File: config.mk
export PLATFORM = sky130hd
export DESIGN_NAME = sptb_delta
export DESIGN_NICKNAME = d
export VERILOG_FILES = /design/src/sv/sptb_pkg.sv /design/src/sv/sptb_delta.sv
export SDC_FILE = /design/constraint.sdc
export NUM_CORES = 1
export LEC_CHECK = 0
export BUFFER_PORTS_ARGS = -buffer_cell sky130_fd_sc_hd__buf_2
export CAP_MARGIN = 15
export CORE_MARGIN = 2
export CORE_UTILIZATION = 44
export DETAILED_ROUTE_END_ITERATION = 16
export SETUP_SLACK_MARGIN = 0.5
export SLEW_MARGIN = 20
export SYNTH_ARGS = -nofsm -noshare
export SYNTH_HDL_FRONTEND = slang
export SYNTH_SLANG_ARGS = --single-unit
File: constraint.sdc
create_clock -name clk -period 4.5 [get_ports clk]
set_clock_uncertainty 0.05 [all_clocks]
set_input_delay 1.35 -clock clk [delete_from_list [all_inputs] [get_ports clk]]
set_output_delay 1.35 -clock clk [all_outputs]
set_load 0.03 [all_outputs]
File: src/sv/sptb_pkg.sv
// ============================================================================
// sptb_pkg
// Shared types and constants for the pausable scaled time base.
// ============================================================================
package sptb_pkg;

    // Width of the raw hardware counter; readings are taken modulo 2^COUNT_WIDTH.
    localparam int COUNT_WIDTH = 64;

    localparam int TIME_W  = 64;
    localparam int SPEED_W = 32;
    localparam int FRAC_W  = 16;
    localparam int HALF_W  = TIME_W / 2;
    localparam int PROD_W  = HALF_W + SPEED_W;

    localparam logic [SPEED_W-1:0] SPEED_ONE = SPEED_W'(1) << FRAC_W;

    localparam int IN_TDATA_W  = ((TIME_W + 1 + 7) / 8) * 8;
    localparam int OUT_TDATA_W = TIME_W;

    localparam logic REQ_QUERY = 1'b0;
    localparam logic REQ_PAUSE = 1'b1;

    // Control that travels alongside each item through the pipeline.
    typedef struct packed {
        logic valid;
        logic query;
        logic pause_on;
    } sptb_ctl_t;

endpackage

File: src/sv/sptb_delta.sv
// ============================================================================
// sptb_delta
// Input register, counter difference and magnitude/sign split.
// ============================================================================
module sptb_delta
    import sptb_pkg::*;
(
    input  logic                 clk,
    input  logic                 rst_n,
    input  logic                 en,
    input  sptb_ctl_t            in_ctl,
    input  logic [TIME_W-1:0]    in_raw,
    output sptb_ctl_t            out_ctl,
    output logic [TIME_W-1:0]    out_mag,
    output logic                 out_neg
);

    sptb_ctl_t                 s1_ctl_reg;
    logic [COUNT_WIDTH-1:0]    s1_raw_reg;
    sptb_ctl_t                 s2_ctl_reg;
    logic signed [TIME_W-1:0]  s2_delta_reg;
    sptb_ctl_t                 s3_ctl_reg;
    logic [TIME_W-1:0]         s3_mag_reg;
    logic                      s3_neg_reg;
    logic [COUNT_WIDTH-1:0]    prev_raw_reg;

    logic signed [COUNT_WIDTH-1:0] diff;
    logic signed [TIME_W-1:0]      delta_next;

    // The difference is read as a signed COUNT_WIDTH-bit number, then sign-extended.
    assign diff       = signed'(s1_raw_reg - prev_raw_reg);
    assign delta_next = diff;

    always_ff @(posedge clk or negedge rst_n)
    begin
        if (!rst_n)
        begin
            s1_ctl_reg   <= '0;
            s2_ctl_reg   <= '0;
            s3_ctl_reg   <= '0;
            prev_raw_reg <= '0;
        end
        else if (en)
        begin
            s1_ctl_reg <= in_ctl;
            s2_ctl_reg <= s1_ctl_reg;
            s3_ctl_reg <= s2_ctl_reg;
            if (s1_ctl_reg.valid && s1_ctl_reg.query)
            begin
                prev_raw_reg <= s1_raw_reg;
            end
        end
    end

    always_ff @(posedge clk)
    begin
        if (en)
        begin
            s1_raw_reg   <= in_raw[COUNT_WIDTH-1:0];
            s2_delta_reg <= delta_next;
            s3_neg_reg   <= s2_delta_reg[TIME_W-1];
            s3_mag_reg   <= s2_delta_reg[TIME_W-1] ? TIME_W'(-s2_delta_reg)
                                                   : TIME_W'(s2_delta_reg);
        end
    end

    assign out_ctl = s3_ctl_reg;
    assign out_mag = s3_mag_reg;
    assign out_neg = s3_neg_reg;

endmodule

==> flow_summary.ini, run 1 <==
[floorplan]
row_count = 65
initial_core_util_pct = 44.3
dieWidth_um = 182
die_h_um = 182
die-area_mm2 = 0.0330
io_pins = 138
core_area_mm2 = 0.0313

[worst_setup_path]
crit_path_end_kind = flip-flop
critPathTopFamily = simple AND/OR/NAND/NOR gates
cp.depth = 9
crit_chain = or4_1 > or2_2 > nand2b_1 > or3_1 > or4_1 > nor2_1 > nand2_1 > o41ai_1 > xnor2_1
crit_slowest_cell = or4_1
cp_num_buf_inv = 0
crit_fanout = 8
slowest_delay_ns = 0.63
crit_type = reg2reg
cp-start-kind = flip-flop
worstRegToRegCells = 9
critPathMostFrequentCell = or4_1
required_ns = 4.75
arrival_ns = 4.04

[global_routing]
grt_max_degree = 135
overflow = 0
antenna_found_initial = 0
grt_pass1_wl_mm = 49.6
grtUsageTotal_pct = 18.8
grt_pass1_vias = 9080

[clocking]
cts_buffers = 30
cts_max_level = 1
cts_setup_buffers = 0
root_buffer = clkbuf_16
insertion_delay_ns = 0.56
cts.path.max_buffers = 3
tritoncts = built
postCtsResizedCells = 0
cts.sinks = 266
hold_buffers = 0
cts.clk_slew.worst_paths_ns = 0.06

[power]
p_leak_uw = 0.00644
power_density_mw_per_mm2 = 693
p_int_uw = 6980
netSwitchingPower_uw = 4150
total_power_uw = 11100
seq_power_share_pct = 38.2
clockPowerShare_pct = 23.2
vdd_drop_max_mv = 0.312
combPwrFrac_pct = 38.6
switching_share_pct = 37.3

[final_layout]
final_common_cell = edfxtp_1
final_layout_size_suffix_gt1_share_pct = 21.3
final_cell_mix = edfxtp_1, buf_2, xnor2_1
finalNetCount = 1446
antenna_cells = 0
multi_input_area_mm2 = 0.00577
seqCellArea_mm2 = 0.00762
areaGrowthSynthToFinish_pct = 15.8
fillCellCount = 2805

[drt]
initialDrtViolationCount = 660
ant_nets = 0
drcViolationCount = 0
wire_per_inst_um = 17.6
totalWireLength_mm = 30.6
vias = 9349
viasPerCell = 5.38
drt-pass1-iter-count = 5

[timing]
slew-limit-headroom_pct = 34.3
rsz0062_at_grt = false
tns_ns = 0
setup_viol = 0
hold_viol_final = 0
tightest_slew_ns = 0.986
fmax_mhz = 264
slew_viol_final = 0
finalCritPeriodShare_pct = 84.1
period_needed_ns = 3.78

[flow_run]
maxCapViolCount = 0

[logic_synthesis]
seq_area_frac_synth_pct = 54.9
syn_avg_cell_area_um2 = 11.8
syn_inst = 1180
yosys_warnings = 0
synth_edf_count = 193
ys_types = 62
synth_seq_cells = 266
syn_area_mm2 = 0.0139
syn_nets = 1315
async_flop_share_pct = 27.4
ys.flop_type = edfxtp_1

[worst_hold_path]
holdPathStages = 0
hold_class = reg2reg

[placed_design]
io_buffers = 137
dp_hpwl_mm = 22.8
place_congestion = 0.879

[status]
status = finished clean
Yosys cell counts (all sizes together) (9+ instances only):
cell / n / area, um2
a21o: 25 / 188
a21oi: 83 / 415
clkbuf: 41 / 154
dfrtp: 73 / 1830
edfxtp: 193 / 5800
ha: 64 / 801
inv: 86 / 323
mux2: 71 / 800
nand2: 75 / 282
nand2b: 13 / 81.3
nand3: 10 / 50.1
nand4: 29 / 181
nor2: 38 / 143
nor3: 18 / 90.1
nor4: 11 / 83.8
o21ai: 66 / 330
o21bai: 18 / 135
o31ai: 21 / 158
o41ai: 13 / 148
or2: 9 / 56.3
or3: 14 / 92.6
or4: 10 / 82.6
xnor2: 97 / 850
xor2: 25 / 219
path summary, 6_finish.rpt:
path                                      start              end  slack [ns]
worst max-delay path            s2_delta_reg[5]      out_mag[61]        0.72
worst max register to register  s2_delta_reg[5]      out_mag[61]        0.72
min in group asynchronous                 rst_n  prev_raw_reg[3]        0.81
worst min-delay path            s2_delta_reg[0]       out_mag[0]        0.44
worst min register to register  s2_delta_reg[0]       out_mag[0]        0.44
max in group asynchronous                 rst_n       out_ctl[0]        2.83
area by class of cell:
cell class,count,area share [%]
flip-flops and latches,266,47.4
multi-input cells,783,35.9
clock buffers,42,5.72
repair buffers,144,4.74
well taps,402,3.13
inverters,86,2.01
clock inverters,14,1.00
worst reg2reg max path, delay by kind of cell (launching register included):
family / cells / cell delay [ns]
flip-flops: 1 / 0.42
AO/OA/AOI/OAI: 1 / 0.32
XOR/XNOR: 1 / 0.12
AND/OR/NAND/NOR: 7 / 2.63
metrics by stage:
stage	instance area (um2)	setup slack, ns	util [%]	instances	hold WS (ns)
after CTS	16100	0.694	51.3	1737	0.431
after floorplan	13900	0.948	-	1180	0.374
final	16100	0.716	51.3	1737	0.435
after global routing	16100	0.527	51.3	1737	0.449
after detailed placement	15000	0.703	47.9	1681	0.416
after global placement	15000	0.774	47.9	1681	0.409
cell families after synthesis:
family | synth area share, %
compound gates | 13.1
buf+inv | 3.55
flops | 54.9
mux | 5.83
xor+xnor | 7.70
simple gates | 8.98
fa+ha+maj | 5.91
power by group through the flow:
stage | clock network [uW] | registers, uW | logic (uW)
2_1_floorplan | 0 | 4700 | 2580
3_3_place_gp | 0 | 4280 | 4260
3_5_place_dp | 0 | 4300 | 4280
4_1_cts | 2650 | 4260 | 4310
5_1_grt | 2770 | 4360 | 4720
6_report | 2580 | 4250 | 4290
routing by layer:
| layer | GRT usage (%) | up-vias | wire length (um) |
|---|---|---|---|
| li1 | - | 4614 | - |
| met1 | 29.3 | 4462 | 15700 |
| met2 | 27.6 | 239 | 12900 |
| met3 | 2.85 | 34 | 1510 |
| met4 | 4.23 | 0 | 477 |
| met5 | 0 | - | 0 |
No activity file was read; power rests on OpenSTA's default activity.
==> run 2: changes to the inputs <==
- ABC_AREA: unset -> 1
- clock period: 4.5 -> 3.85 ns (I/O delays scaled with it)
==> flow_summary.ini, run 2 <==
[status]
status = finished clean

[floorplan]
die-area_mm2 = 0.0396
dieWidth_um = 199
initial_core_util_pct = 44.6
io_pins = 138
die_h_um = 199
core_area_mm2 = 0.0376
row_count = 71

[worst_setup_path]
crit_type = reg2reg
required_ns = 4.11
critPathMostFrequentCell = nand2_1
crit_path_end_kind = flip-flop
arrival_ns = 2.76
cp-start-kind = flip-flop
crit_fanout = 4
crit_chain = inv_1 > ha_1 > fa_1 > inv_1 > nand3_1 > nand2_1 > nand2_1 > nand2_1 > nand2_1 > nand2_1 > nand2_1 > nand2_1 > nand2_1 > nand3_1 > nand2_1
crit_slowest_cell = fa_1
slowest_delay_ns = 0.41
critPathTopFamily = simple AND/OR/NAND/NOR gates
cp_num_buf_inv = 2

[placed_design]
dp_hpwl_mm = 36.5
io_buffers = 137
place_congestion = 0.941
place_area_mm2 = 0.0181

[timing]
tightest_slew_ns = 0.820
period_needed_ns = 2.50
tns_ns = 0
fmax_mhz = 401
rsz0062_at_grt = false
setup_viol = 0
hold_viol_final = 0
slew-limit-headroom_pct = 45.3
slew_viol_final = 0
finalCritPeriodShare_pct = 64.8

[logic_synthesis]
yosys-top-cells-count = nand2_1, inv_1, nor2_1, edfxtp_1, a21oi_1
syn_inst = 2269
yosys.area.top_type = edfxtp_1
synth.most_common_cell = nand2_1
ys.flop_type = edfxtp_1
synthXorXnorAreaFrac_pct = 4.24
syn_avg_cell_area_um2 = 7.38
synthTopCellsByArea = edfxtp_1, nand2_1, dfrtp_1
synthSimpleGateAreaFrac_pct = 30.1
syn_area_mm2 = 0.0167
ys_types = 39
synth_top_area_share_pct = 34.6
async_flop_share_pct = 27.4
muxShareOfSynthArea_pct = 0.269
synth_compound_area_share_pct = 4.44
synth_edf_count = 193
synth_fa_ha_area_share_pct = 4.90
synth_seq_cells = 266
syn_nets = 2404
yosys_warnings = 0
seq_area_frac_synth_pct = 45.5
synth_top_family_by_area = simple AND/OR/NAND/NOR gates

[final_layout]
areaGrowthSynthToFinish_pct = 13.6
finalNetCount = 2558
antenna_cells = 0
fillCellCount = 3765
final_cell_mix = nand2_1, inv_1, nor2_1
final_layout_size_suffix_gt1_share_pct = 9.86
final_common_cell = nand2_1
fin_area_mm2 = 0.0190

[clocking]
cts.clk_slew.worst_paths_ns = 0.06
root_buffer = clkbuf_16
hold_buffers = 0
insertion_delay_ns = 0.56
postCtsResizedCells = 0
cts_setup_buffers = 0
cts_max_level = 1
cts.path.max_buffers = 3
cts.sinks = 266
cts_buffers = 29
tritoncts = built

[power]
power_density_mw_per_mm2 = 647
p_leak_uw = 0.00969
vdd_drop_max_mv = 0.364

[global_routing]
grt_pass1_vias = 13300
grt_pass1_wl_mm = 69.8
overflow = 0
grtUsageTotal_pct = 22.9
grt_max_degree = 153
antenna_found_initial = 0

[drt]
drt-pass1-iter-count = 7
initialDrtViolationCount = 772
vias = 14000
drcViolationCount = 0
viasPerCell = 4.73
totalWireLength_mm = 44.2
ant_nets = 0
wire_per_inst_um = 15.0

[worst_hold_path]
hold_class = reg2reg

[flow_run]
maxCapViolCount = 0
[run 2: cell types whose count changed after synthesis, moves of 14 or more]
| cell | delta |
|---|---|
| mux2_2 | -67 |
| xnor2_1 | -84 |
| nand2_1 | +708 |
| a21o_1 | -25 |
| a21oi_1 | +26 |
| xor2_1 | +43 |
| o21bai_1 | -14 |
| clkbuf_1 | -38 |
| nor2_1 | +254 |
| o21ai_0 | -50 |
| nand3_1 | +84 |
| inv_1 | +342 |
| o31ai_1 | -20 |
[run 2: final timing paths]
check,from,end,slack (ns),depth (start not counted)
max in group asynchronous,rst_n,prev_raw_reg[59],2.35,2
hold reg to reg,s2_delta_reg[0],out_mag[0],0.41,0
min in group asynchronous,rst_n,out_ctl[1],0.53,1
setup / recovery,s1_raw_reg[0],s2_delta_reg[46],1.35,15
hold / removal,s2_delta_reg[0],out_mag[0],0.41,0
setup reg to reg,s1_raw_reg[0],s2_delta_reg[46],1.35,15
[run 2: layout make-up]
type | instances | area [um2] | share of cell area (%)
multi-input cells | 1537 | 7370 | 38.8
repair buffers | 148 | 790 | 4.15
inverters | 441 | 1660 | 8.70
clock inverters | 10 | 81.3 | 0.428
flip-flops and latches | 266 | 7620 | 40.1
clock buffers | 43 | 861 | 4.53
well taps | 511 | 639 | 3.36
[run 2: routing by layer]
metal	up-vias	wire [um]	global-route usage (%)
li1	7308	-	-
met1	6272	21000	31.6
met2	339	19600	37.3
met3	69	2000	2.08
met4	0	1570	8.71
met5	-	0	0
[run 2: power by group]
| part | switching [uW] | internal (uW) |
|---|---|---|
| clock | 1110 | 1610 |
| sequential | 435 | 4090 |
| combinational | 3530 | 1530 |
[run 2: metrics by stage]
stage	setup slack, ns	hold WS, ns	utilization (%)	power, uW	instances
2_1_floorplan	1.70	0.371	-	8010	2269
3_3_place_gp	1.19	0.388	48.1	9580	2903
3_5_place_dp	1.15	0.392	48.1	9630	2903
4_1_cts	1.35	0.406	50.6	12400	2956
5_1_grt	1.14	0.439	50.6	13200	2956
6_report	1.35	0.405	50.6	12300	2956
[run 2: cells by family after synthesis]
family,Yosys count
and+or+nand+nor,1246
buffers and inverters,466
DFF,266
AOI/OAI and AO/OA,141
xor gates and xnor gates,81
adders and majority gates,65
muxes,4
==> run 3: changes to the inputs <==
- clock period: 3.85 -> 2.28 ns (I/O delays scaled with it)
==> flow_summary.ini, run 3 (synthesized netlist as in run 2, its figures left out) <==
[power]
vdd_drop_max_mv = 0.705
power_density_mw_per_mm2 = 1080
p_leak_uw = 0.0118

[floorplan]
initial_core_util_pct = 44.6
io_pins = 138
die-area_mm2 = 0.0396
core_area_mm2 = 0.0376
die_h_um = 199
row_count = 71
dieWidth_um = 199

[drt]
initialDrtViolationCount = 822
highest_layer = met4
wire_per_inst_um = 16.4
viasPerCell = 4.83
drcViolationCount = 0
ant_nets = 0
met2_length_mm = 25.2
vias = 15500
totalWireLength_mm = 52.5
wl_met1_mm = 23.9
drt-pass1-iter-count = 5
met3_length_mm = 1.92

[clocking]
cts.sinks = 266
cts_max_level = 1
cts_buffers = 30
root_buffer = clkbuf_16
insertion_delay_ns = 0.58
cts.clk_slew.worst_paths_ns = 0.07
cts.path.max_buffers = 3
tritoncts = built

[global_routing]
grt_pass1_wl_mm = 79.7
grt_max_degree = 127
grt_pass1_vias = 15000
overflow = 0
grtUsageTotal_pct = 26.2
antenna_found_initial = 0

[status]
status = finished clean

[timing]
hold_slack_ns = 0.223
fin_ws_ns = 0.126
setup_viol = 0
period_needed_ns = 2.15
tns_ns = 0
tightest_slew_ns = 0.745
rsz0062_at_grt = true
hold_viol_final = 0
slew-limit-headroom_pct = 50.4
slew_viol_final = 0
finalCritPeriodShare_pct = 94.5
fmax_mhz = 464

[worst_hold_path]
hold_class = in2reg

[placed_design]
pre_cts_slack_ns = -0.0910
dp_hpwl_mm = 39.8
place_congestion = 0.973
io_buffers = 137

[final_layout]
final_cell_mix = nand2_1, inv_1, buf_4
final_common_cell = nand2_1
antenna_cells = 0
finalNetCount = 2807
final_layout_size_suffix_gt1_share_pct = 42.7
areaGrowthSynthToFinish_pct = 47.2
fillCellCount = 3214

[worst_setup_path]
arrival_ns = 2.42
crit_fanout = 3
cp-start-kind = flip-flop
required_ns = 2.54
crit_type = reg2reg
crit_path_end_kind = flip-flop

[flow_run]
maxCapViolCount = 0
[run 3: timing repair]
item	4_1_cts	5_1_grt
gates cloned	0	0
pin swaps	153	191
setup endpoints to repair	168	175
buffers inserted	80	77
gates resized for setup	440	425
endpoints found under the hold margin	14	0
hold buffers	1	0
[run 3: final cells by class]
cell class | instances | area [um2] | share of cell area (%)
clock buffer | 40 | 871 | 3.53
timing repair buffer | 396 | 2890 | 11.7
multi-input combinational | 1537 | 10800 | 43.8
inverter | 441 | 1670 | 6.77
tap | 511 | 639 | 2.59
clock inverter | 16 | 150 | 0.609
sequential | 266 | 7620 | 30.9
[run 3: power by group]
part           switching [uW]  total (uW)  internal (uW)  leakage (uW)
clock network            1990        4900           2910      0.000505
registers                 844        7750           6910       0.00269
logic                    8370       13900           5550       0.00861
total                   11200       26600          15400        0.0118
[run 3: worst paths after layout]
kind / startpoint / end / slack (ns) / cells past startpoint
max: s1_raw_reg[9] / s2_delta_reg[14] / 0.13 / 12
min: in_raw[60] / s1_raw_reg[60] / 0.22 / 1
max reg2reg: s1_raw_reg[9] / s2_delta_reg[14] / 0.13 / 12
min reg2reg: s2_delta_reg[0] / out_mag[0] / 0.43 / 0
max in group asynchronous: rst_n / prev_raw_reg[0] / 1.10 / 3
min in group asynchronous: rst_n / s2_ctl_reg[0] / 0.51 / 2
[run 3: critical path, cell delays in order, from the launching register on]
cell and delay (ns):
edfxtp_1 0.43, ha_4 0.27, nand2_4 0.09, buf_6 0.10, inv_2 0.03, nand2_2 0.05
nand2_2 0.10, a21oi_4 0.19, nand2_4 0.08, buf_6 0.12, buf_6 0.11, buf_6 0.11
xor2_2 0.16
[run 3: routing by layer]
metal,track usage (%),vias to the layer above
met5,0,-
met4,8.62,0
met3,2.72,86
met2,43.4,330
met1,36.0,7252
li1,-,7813
[run 3: per-stage QoR]
stage          power, uW  std cells  area, um2  util, %
6_report           26600       3207      24600     65.6
5_1_grt            28200       3207      24600     65.6
4_1_cts            24500       3130      22600     60.2
3_5_place_dp       17400       2993      19200     51.1
3_3_place_gp       17300       2993      19200     51.1
2_1_floorplan      13800       2269      17200        -
