$ cat src/sv/sptb_pkg.sv
// ============================================================================
// sptb_pkg
// Shared types and constants for the pausable scaled time base.
// ============================================================================
package sptb_pkg;

    // Width of the raw hardware counter; readings are taken modulo 2^COUNT_WIDTH.
    localparam int COUNT_WIDTH = 64;

    localparam int TIME_W  = 64;
    localparam int SPEED_W = 32;
    localparam int FRAC_W  = 16;
    localparam int HALF_W  = TIME_W / 2;
    localparam int PROD_W  = HALF_W + SPEED_W;

    localparam logic [SPEED_W-1:0] SPEED_ONE = SPEED_W'(1) << FRAC_W;

    localparam int IN_TDATA_W  = ((TIME_W + 1 + 7) / 8) * 8;
    localparam int OUT_TDATA_W = TIME_W;

    localparam logic REQ_QUERY = 1'b0;
    localparam logic REQ_PAUSE = 1'b1;

    // Control that travels alongside each item through the pipeline.
    typedef struct packed {
        logic valid;
        logic query;
        logic pause_on;
    } sptb_ctl_t;

endpackage

$ cat src/sv/sptb_accum.sv
// ============================================================================
// sptb_accum
// Virtual time state, pause bookkeeping and the result register.
// ============================================================================
module sptb_accum
    import sptb_pkg::*;
(
    input  logic                      clk,
    input  logic                      rst_n,
    input  logic                      en,
    input  sptb_ctl_t                 in_ctl,
    input  logic [TIME_W-1:0]         in_adv,
    output logic                      out_valid,
    output logic [OUT_TDATA_W-1:0]    out_time
);

    // run_reg holds virtual time minus paused total; hold_reg holds pause start
    // minus paused total, which is both the paused answer and the value run_reg
    // takes back on resume.
    logic [TIME_W-1:0]   run_reg;
    logic [TIME_W-1:0]   hold_reg;
    logic                paused_reg;
    logic                out_valid_reg;
    logic [TIME_W-1:0]   out_time_reg;

    logic [TIME_W-1:0]   run_sum;
    logic                do_query;
    logic                do_pause;
    logic                do_resume;

    assign run_sum   = run_reg + in_adv;
    assign do_query  = en && in_ctl.valid && in_ctl.query;
    assign do_pause  = en && in_ctl.valid && !in_ctl.query && in_ctl.pause_on && !paused_reg;
    assign do_resume = en && in_ctl.valid && !in_ctl.query && !in_ctl.pause_on && paused_reg;

    always_ff @(posedge clk or negedge rst_n)
    begin
        if (!rst_n)
        begin
            run_reg       <= '0;
            hold_reg      <= '0;
            paused_reg    <= 1'b0;
            out_valid_reg <= 1'b0;
        end
        else
        begin
            if (en)
            begin
                out_valid_reg <= in_ctl.valid && in_ctl.query;
            end
            if (do_query && !paused_reg)
            begin
                run_reg <= run_sum;
            end
            if (do_pause)
            begin
                hold_reg   <= run_reg;
                paused_reg <= 1'b1;
            end
            if (do_resume)
            begin
                run_reg    <= hold_reg;
                paused_reg <= 1'b0;
            end
        end
    end

    always_ff @(posedge clk)
    begin
        if (do_query)
        begin
            out_time_reg <= paused_reg ? hold_reg : run_sum;
        end
    end

    assign out_valid = out_valid_reg;
    assign out_time  = out_time_reg;

    a_pause_entry: assert property (@(posedge clk) disable iff (!rst_n)
        do_pause |=> (paused_reg && hold_reg == $past(run_reg)))
        else $error("pause entry did not capture the running time");

    a_resume: assert property (@(posedge clk) disable iff (!rst_n)
        do_resume |=> (!paused_reg && run_reg == $past(hold_reg)))
        else $error("resume did not restore the held time");

    a_no_result_for_pause: assert property (@(posedge clk) disable iff (!rst_n)
        (en && !(in_ctl.valid && in_ctl.query)) |=> !out_valid_reg)
        else $error("result produced without a query");

    a_paused_answer: assert property (@(posedge clk) disable iff (!rst_n)
        (do_query && paused_reg) |=> (out_time_reg == hold_reg))
        else $error("paused query answered with a moving time");

endmodule

$ cat config.mk
export PLATFORM = sky130hd
export DESIGN_NAME = sptb_accum
export DESIGN_NICKNAME = d
export VERILOG_FILES = /design/src/sv/sptb_pkg.sv /design/src/sv/sptb_accum.sv
export SDC_FILE = /design/constraint.sdc
export NUM_CORES = 1
export LEC_CHECK = 0
export BUFFER_PORTS_ARGS = -buffer_cell sky130_fd_sc_hd__buf_2
export CAP_MARGIN = 10
export CORE_ASPECT_RATIO = 1.5
export CORE_UTILIZATION = 59
export DETAILED_ROUTE_END_ITERATION = 8
export PLACE_DENSITY = 0.79
export SYNTH_ARGS = -nofsm -noshare
export SYNTH_HDL_FRONTEND = slang
export SYNTH_SLANG_ARGS = --single-unit
$ cat constraint.sdc
create_clock -name clk -period 3.7 [get_ports clk]
set_clock_uncertainty 0.2 [all_clocks]
set_input_delay 0.185 -clock clk [delete_from_list [all_inputs] [get_ports clk]]
set_output_delay 0.185 -clock clk [all_outputs]
set_load 0.03 [all_outputs]
==> metrics.txt, run 1 <==
sequential share of power 33.7%; Synthesis Warnings 0; Sw Ratio 42.08%; clk_lat worst skew 0.45 ns; crit path time final 3.620 ns; Layout Cells excl Fill 1533; # diodes 0; Mapped Cells 1148; Starting Density 60.86%; routability cong. 0.9665; Worst slew margin 36.58%; CP required 3.67 ns; Via-to-Cell Ratio 6.283; Comb pwr share 49.3%; CORE AREA 18700 µm²; 1st-iter DRT viols 538; Overflow after GRT 0; vias 9632; Max Cap Viol 0; sequential share of the synthesized area 45.47%; die footprint 19860 µm²; FF-to-FF path depth 10; P&R area growth vs syn 14.95%; final hold slack 0.005618 ns; DP HPWL 19.75 mm; Critical path buffers and inverters 0; die height 172.1 µm; Place WS -0.02628 ns; Peak VDD IR 393.4 µV; Max Root-Sink Buffers 2; Worst R2R Setup Slack 0.08 ns; vias in the first global route 9650; share of post-route cells with drive strength above 1 22.09%; Slowest cell on crit path or4_4; commonest non-fill, non-tap cell in the layout o21ai_0; Sw Pwr 0.004710 W; Hold Vio Cnt, Final 0; final wirelength 29.28 mm; first-pass GRT wire length 46.72 mm; asr flop ratio synth 67.01%; P per Cell Area 855.6 nW/µm²; Detail Route Antenna Nets 0; Synth Flop Type dfrtp_1; critical path type reg -> reg; largest net degree at the start of global routing 77; clock slew at reported path FFs 0.07 ns; Crit Reg-Reg Startpoint run_reg[1]; Clock Power Share 17.1%; slew of the pin with the lowest slew margin 0.9513 ns; drt first pass iters 5; DR DRC count 0; status completed; Hold Path End paused_reg; worst hold path class in -> reg; Slew Limit Fails 0; CTS Root Cell clkbuf_16; number of synthesized flops with an enable pin 64; WL per Instance 19.10 µm; placed cells 1494; most frequent cells in the layout 149 x o21ai_0, 144 x nand2_1, 133 x buf_2; Rows 61; Top delay family on crit path compound AO/OA/AOI/OAI gates; Final Util 69.96%; Global Route Usage Sum 30.64%; Final WS setup 0.07995 ns; WP data arrival 3.59 ns; CP cell instances ha_1 -> a211oi_2 -> o211ai_1 -> a21o_1 -> or4_4 -> a221oi_4 -> o21bai_2 -> a221o_1 -> xnor2_1 -> o21ai_1; Mapped Area 11380 µm²; IO Port Bufs 134; Worst Setup Start Kind flip-flop; width of the die 115.4 µm; count of cell types in the netlist 61; layout net count 1402; initial antenna violation count 0; Num CTS Buffers 17; syn_area_per_cell 9.914 µm²; number of synthesized register bits 194; Internal 0.006483 W; hold path cells 3; Tcrit/Tclk final 97.84%; io pins 135; total negative slack 0 ns; CP peak stage delay 0.45 ns; # setup viols final 0; hold path startpoint in_ctl[1]; worst-path maximum fanout 4; FF-to-FF End out_time[39]; CTS tree yes; Pleak 5.745 nW; CP Capture Type flip-flop; Num Clock Sinks 194; H-Tree Depth 4; Syn Nets 1282; achievable clock frequency 276.2 MHz
-- per-stage QoR --
step / power [W] / instance area (µm²)
3_3_place_gp: 0.008938 / 12370
3_5_place_dp: 0.009081 / 12370
2_1_floorplan: 0.007688 / 11380
6_report: 0.01119 / 13080
4_1_cts: 0.01108 / 13040
5_1_grt: 0.01194 / 13080
-- tightest hold or removal path, cell delays in order --
cell	delay (ns)
buf_2	0.08
nand3b_1	0.17
mux2_2	0.18
-- power by group through the flow --
| stage | registers [W] | clock network [W] | logic [W] |
|---|---|---|---|
| 2_1_floorplan | 0.00377 | 0 | 0.00392 |
| 3_5_place_dp | 0.00377 | 0 | 0.00531 |
| 5_1_grt | 0.00386 | 0.00200 | 0.00608 |
| 4_1_cts | 0.00375 | 0.00193 | 0.00540 |
| 3_3_place_gp | 0.00373 | 0 | 0.00521 |
| 6_report | 0.00377 | 0.00191 | 0.00551 |
-- final cells by class --
| type | count | area (µm²) |
|---|---|---|
| Tap cell | 252 | 315.3 |
| Clock inverter | 12 | 156.4 |
| Inverter | 12 | 45.04 |
| Multi-Input combinational cell | 881 | 5992 |
| Fill cell | 1439 | 5617 |
| Timing Repair Buffer | 162 | 948.4 |
| Sequential cell | 194 | 5179 |
| Clock buffer | 20 | 446.7 |
-- cells by family after synthesis --
kind of cell | synth area share, %
and+or+nand+nor | 10.41
xor gates and xnor gates | 4.617
muxes | 7.201
AOI/OAI and AO/OA | 22.79
buffers and inverters | 2.408
adders and majority gates | 7.102
DFF | 45.47
-- repair_timing --
action | CTS | global route
hold endpoints to repair | 53 | 0
setup endpoints to repair | 2 | 12
gates resized for setup | 2 | 9
buffers inserted | 0 | 1
cloned | 0 | 0
hold buffers | 6 | 0
pin swaps | 0 | 4
-- cell usage after synthesis, drive strengths merged, types with 12 or more instances --
cell type / number / area share, %
xnor2: 26 / 2.0
edfxtp: 64 / 17
o21bai: 15 / 1.0
nand3: 17 / 0.75
a22oi: 63 / 4.2
xor2: 34 / 2.6
ha: 63 / 6.9
nand2: 144 / 4.7
a31oi: 13 / 0.71
clkbuf: 60 / 2.0
dfrtp: 130 / 29
a21oi: 83 / 3.8
o21ai: 156 / 6.9
a21o: 34 / 2.2
nor2: 48 / 1.6
mux2: 71 / 7.0
nand4: 12 / 0.66
-- routing by layer --
metal	wire length [µm]	global-route usage (%)
met5	0	0
met4	1187	17.73
met3	1363	4.592
met2	15060	53.45
met1	11680	35.51
-- how the worst max path moves through the flow --
stage               startpoint           end  depth (start not counted)
global route        run_reg[1]  out_time[39]                         10
CTS                 run_reg[0]  out_time[58]                         12
floorplan           run_reg[0]  out_time[50]                         11
detailed placement  run_reg[0]  out_time[58]                         12
global placement    run_reg[0]  out_time[58]                         12
finish              run_reg[1]  out_time[39]                         10
Note: power is estimated with default switching activity, not from simulation.
==> run 2, diff against run 1 <==
- CORE_ASPECT_RATIO: 1.5 -> default
- CORE_UTILIZATION: 59 -> 25
- PLACE_DENSITY: 0.79 -> 0.39
==> run 2 against run 1 <==
Against the previous run: combinational power up 5.6%; maximum frequency up 1.9%; routed wire length up 25%; cell count up 23%; first-iteration DRC count up 15%; clock-buffer cell count down 1; cell area up 3.8%; global-route usage down 15 points; flip-flop and latch count unchanged; sequential power down 1%; critical path depth up 1; largest cell class unchanged; largest power group unchanged.
==> metrics.txt, run 2 (synthesis results as in run 1) <==
worst hold path class in -> reg; Post-DP Area 12950 µm²; # diodes 0; WP data arrival 3.52 ns; P per Cell Area 832.8 nW/µm²; crit path time final 3.551 ns; Post-CTS Setup Bufs 0; drt first pass iters 5; CP Capture Type flip-flop; Num Clock Sinks 194; width of the die 215.4 µm; Hold Path End run_reg[1]; total negative slack 0 ns; most frequent cells in the layout 147 x o21ai_0, 143 x nand2_1, 133 x buf_2; final wirelength 36.52 mm; Overflow after GRT 0; P&R area growth vs syn 19.30%; die height 215.4 µm; Hold Vio Cnt, Final 0; commonest non-fill, non-tap cell in the layout o21ai_0; FF-to-FF path depth 11; layout net count 1422; largest net degree at the start of global routing 79; critical path type reg -> reg; initial antenna violation count 0; DP HPWL 25.84 mm; Slew Limit Fails 0; Detail Route Antenna Nets 0; Num CTS Buffers 17; Max Cap Viol 0; Starting Density 25.51%; Crit Reg-Reg Startpoint run_reg[2]; CP required 3.67 ns; Rows 77; CTS Root Cell clkbuf_16; die footprint 46380 µm²; 1st-iter DRT viols 621; first-pass GRT wire length 57.06 mm; Global Route Usage Sum 16.06%; routability cong. 0.8134; FF-to-FF End out_time[51]; share of post-route cells with drive strength above 1 23.44%; vias in the first global route 9637; Pleak 5.804 nW; Final Cell Area 13580 µm²; CORE AREA 44610 µm²; Worst R2R Setup Slack 0.15 ns; WL per Instance 19.29 µm; Tcrit/Tclk final 95.98%; hold path cells 4; vias 9382; # setup viols final 0; worst-path maximum fanout 8; Peak VDD IR 256.8 µV; slew of the pin with the lowest slew margin 1.020 ns; io pins 135; clock slew at reported path FFs 0.07 ns; H-Tree Depth 4; Worst Setup Start Kind flip-flop; status completed; clk_lat worst skew 0.47 ns; DR DRC count 0; Via-to-Cell Ratio 4.956; hold path startpoint in_adv[1]; IO Port Bufs 134; achievable clock frequency 281.6 MHz; Max Root-Sink Buffers 2; RSZ-0062 raised after global routing no; Worst slew margin 32.03%; CTS tree yes
-- run 2: cell types whose count changed in the layout (fill, tap and decap cells not counted), sizes merged --
cell,before,now
buf,156,176
bufinv,3,0
clkbuf,20,19
clkinv,6,8
clkinvlp,1,4
inv,14,13
-- run 2: worst max path at each step --
stage | cells past startpoint | start | slack [ns] | end
finish | 11 | run_reg[2] | 0.15 | out_time[51]
detailed placement | 12 | run_reg[0] | 0.03 | out_time[52]
CTS | 12 | run_reg[0] | 0.01 | out_time[52]
global placement | 12 | run_reg[29] | 0.05 | out_time[52]
global route | 11 | run_reg[2] | 0.003 | out_time[51]
floorplan | 11 | run_reg[0] | 0.46 | out_time[50]
-- run 2: cell type report --
cell class | instances | area (µm²)
clock buffer | 19 | 432.9
clock inverter | 13 | 88.84
fill | 4727 | 31030
inverter | 12 | 45.04
multi-input combinational | 881 | 6002
sequential | 194 | 5179
tap | 592 | 740.7
timing repair buffer | 182 | 1090
-- run 2: timing repair --
item                                    4_1_cts  5_1_grt
hold buffers                                  6        0
gates resized for setup                       0       15
endpoints found under the hold margin        80        0
endpoints found under the setup margin        0       19
-- run 2: stage by stage --
stage / hold slack, ns / utilization, % / total power [W] / setup WS (ns) / std cells
3_3_place_gp: 0.1205 / 29.02 / 0.009552 / 0.04511 / 1855
6_report: 0.02922 / 30.44 / 0.01131 / 0.1486 / 1893
3_5_place_dp: 0.1179 / 29.02 / 0.009546 / 0.02957 / 1855
5_1_grt: 0.04711 / 30.44 / 0.01228 / 0.002692 / 1893
4_1_cts: 0.004073 / 30.33 / 0.01139 / 0.01289 / 1893
2_1_floorplan: -0.3106 / - / 0.007688 / 0.4584 / 1148
-- run 2: per-layer routing --
layer,GRT usage [%],vias to the layer above,routed length [µm]
met4,4.870,0,612
met5,0,-,0
met3,2.364,26,1090
met1,22.20,4605,17830
met2,25.76,191,16990
li1,-,4560,-
-- run 2: report_power, final --
part | switching [W] | total, W | leakage (nW) | internal [W]
clock network | 0.000905 | 0.00176 | 0.247 | 0.000858
logic | 0.00344 | 0.00582 | 3.32 | 0.00238
registers | 0.000569 | 0.00373 | 2.23 | 0.00316
-- run 2: critical path, cell delays in order, from the launching register on --
cell      delay [ns]
dfrtp_1         0.42
ha_1            0.35
o211ai_1        0.26
o211ai_1        0.12
a21o_1          0.21
or4_4           0.46
a221oi_4        0.33
buf_12          0.16
o21ai_2         0.18
a21oi_2         0.19
xor2_1          0.24
o21ai_0         0.13
==> run 3, diff against run 2 <==
- CORE_UTILIZATION: 25 -> 35
- PLACE_DENSITY: 0.39 -> 0.52
- clock period: 3.7 -> 3.25 ns (I/O delays scaled with it)
==> run 3 against run 2 <==
Against the previous run: non-clock buffer count is 131 higher; global-route usage is 4.8 points higher; combinational power is 40% higher; sequential share of layout area is 3.3 points lower; the run now ends with negative setup slack left; sequential power is 13% higher; via count is 5.3% higher; worst setup slack worse by 0.16 ns; maximum frequency is 8.9% higher.
==> metrics.txt, run 3 (synthesis results as in run 1) <==
Final Util 46.74%; Layout Cells excl Fill 1866; Num Clock Sinks 194; critical path type reg -> reg; sequential share of power 29.0%; slew of the pin with the lowest slew margin 0.8458 ns; share of post-route cells with drive strength above 1 34.03%; DP HPWL 24.03 mm; CTS Root Cell clkbuf_16; Overflow after GRT 0; Worst slew margin 43.62%; final wirelength 33.78 mm; die height 182.3 µm; Num CTS Buffers 17; io pins 135; # setup viols final 1; Detail Route Antenna Nets 0; initial antenna violation count 0; WL per Instance 18.10 µm; CP Capture Type flip-flop; first-pass GRT wire length 53.96 mm; Hold Vio Cnt, Final 0; Fill cells 3030; Rows 65; status complete, but fails checks; H-Tree Depth 4; achievable clock frequency 306.7 MHz; Comb pwr share 55.8%; Sw Pwr 0.005922 W; Worst R2R Setup Slack -0.01 ns; # diodes 0; P&R area growth vs syn 30.60%; Sw Ratio 40.62%; width of the die 182.3 µm; IO Port Bufs 134; layout net count 1553; routability cong. 0.8556; Final WS setup -0.01031 ns; final hold slack 0.06634 ns; clk_lat worst skew 0.45 ns; failing checks negative setup slack; CP required 3.22 ns; largest net degree at the start of global routing 83; clock slew at reported path FFs 0.08 ns; Slew Limit Fails 0; placed cells 1823; drt first pass iters 5; Tcrit/Tclk final 100.3%; DR DRC count 0; Global Route Usage Sum 20.85%; Internal 0.008658 W; total negative slack -0.01031 ns; die footprint 33240 µm²; Starting Density 35.79%; Peak VDD IR 436.0 µV; worst hold path class in -> reg; CORE AREA 31800 µm²; crit path time final 3.260 ns; area occupied by registers 5179 µm²; Pleak 6.547 nW; Max Root-Sink Buffers 2; RSZ-0062 raised after global routing yes; P per Cell Area 980.9 nW/µm²; area of the multi-input gates 6404 µm²; Worst Setup Start Kind flip-flop; worst-path maximum fanout 4; commonest non-fill, non-tap cell in the layout buf_4; most frequent cells in the layout 165 x buf_4, 144 x nand2_1, 133 x o21ai_0, 133 x buf_2, 129 x dfrtp_1; WP data arrival 3.23 ns; vias 9883; 1st-iter DRT viols 432; Max Cap Viol 0; Via-to-Cell Ratio 5.296; Clock Power Share 15.2%; vias in the first global route 10010; CTS tree yes
==> run 3: stage by stage <==
stage	setup slack, ns	total power (W)	instance area, µm²
finish	-0.01031	0.01458	14860
global route	-0.1497	0.01568	14860
CTS	-0.05823	0.01418	14520
detailed placement	-0.2513	0.01168	13680
global placement	-0.2095	0.01162	13680
floorplan	0.008373	0.008753	11380
==> run 3: final timing paths <==
| check | from | to | depth (start not counted) |
|---|---|---|---|
| min reg2reg | hold_reg[59] | hold_reg[59] | 1 |
| max in group asynchronous | rst_n | run_reg[58] | 3 |
| min in group asynchronous | rst_n | out_valid | 2 |
| max reg2reg | run_reg[1] | out_time[39] | 11 |
| min | in_adv[32] | run_reg[32] | 4 |
| max | run_reg[1] | out_time[39] | 11 |
==> run 3: worst max-delay path: stages (launching register included) <==
cell      delay (ns)
dfrtp_1         0.42
ha_4            0.24
a211oi_4        0.22
o211ai_1        0.13
a21o_1          0.19
or4_4           0.45
a221oi_4        0.26
buf_6           0.17
o21bai_4        0.09
a221o_1         0.37
xnor2_2         0.15
o21ai_1         0.07
==> run 3: metal layers <==
layer	GRT usage [%]	up-vias	wire (µm)
li1	-	4820	-
met1	28.07	4824	15960
met2	33.90	208	15940
met3	2.993	31	1166
met4	7.933	0	717
met5	0	-	0
==> run 3: area by class of cell <==
type	instances	share of cell area, %
clock inverter	11	1.035
multi-input combinational	881	43.08
sequential	194	34.84
timing repair buffer	313	14.07
clock buffer	20	3.005
tap	435	3.662
inverter	12	0.3031
==> run 3: repair_timing <==
item,4_1_cts,5_1_grt
hold buffers,7,0
endpoints found under the hold margin,59,0
pin swaps,13,29
gates resized for setup,32,70
setup endpoints to repair,55,52
buffers inserted,2,4
==> run 3: power groups by stage <==
stage | logic [W] | clock network (W) | registers, W
2_1_floorplan | 0.00446 | 0 | 0.00429
3_3_place_gp | 0.00740 | 0 | 0.00422
3_5_place_dp | 0.00743 | 0 | 0.00425
4_1_cts | 0.00770 | 0.00228 | 0.00421
5_1_grt | 0.00897 | 0.00236 | 0.00435
6_report | 0.00813 | 0.00222 | 0.00423
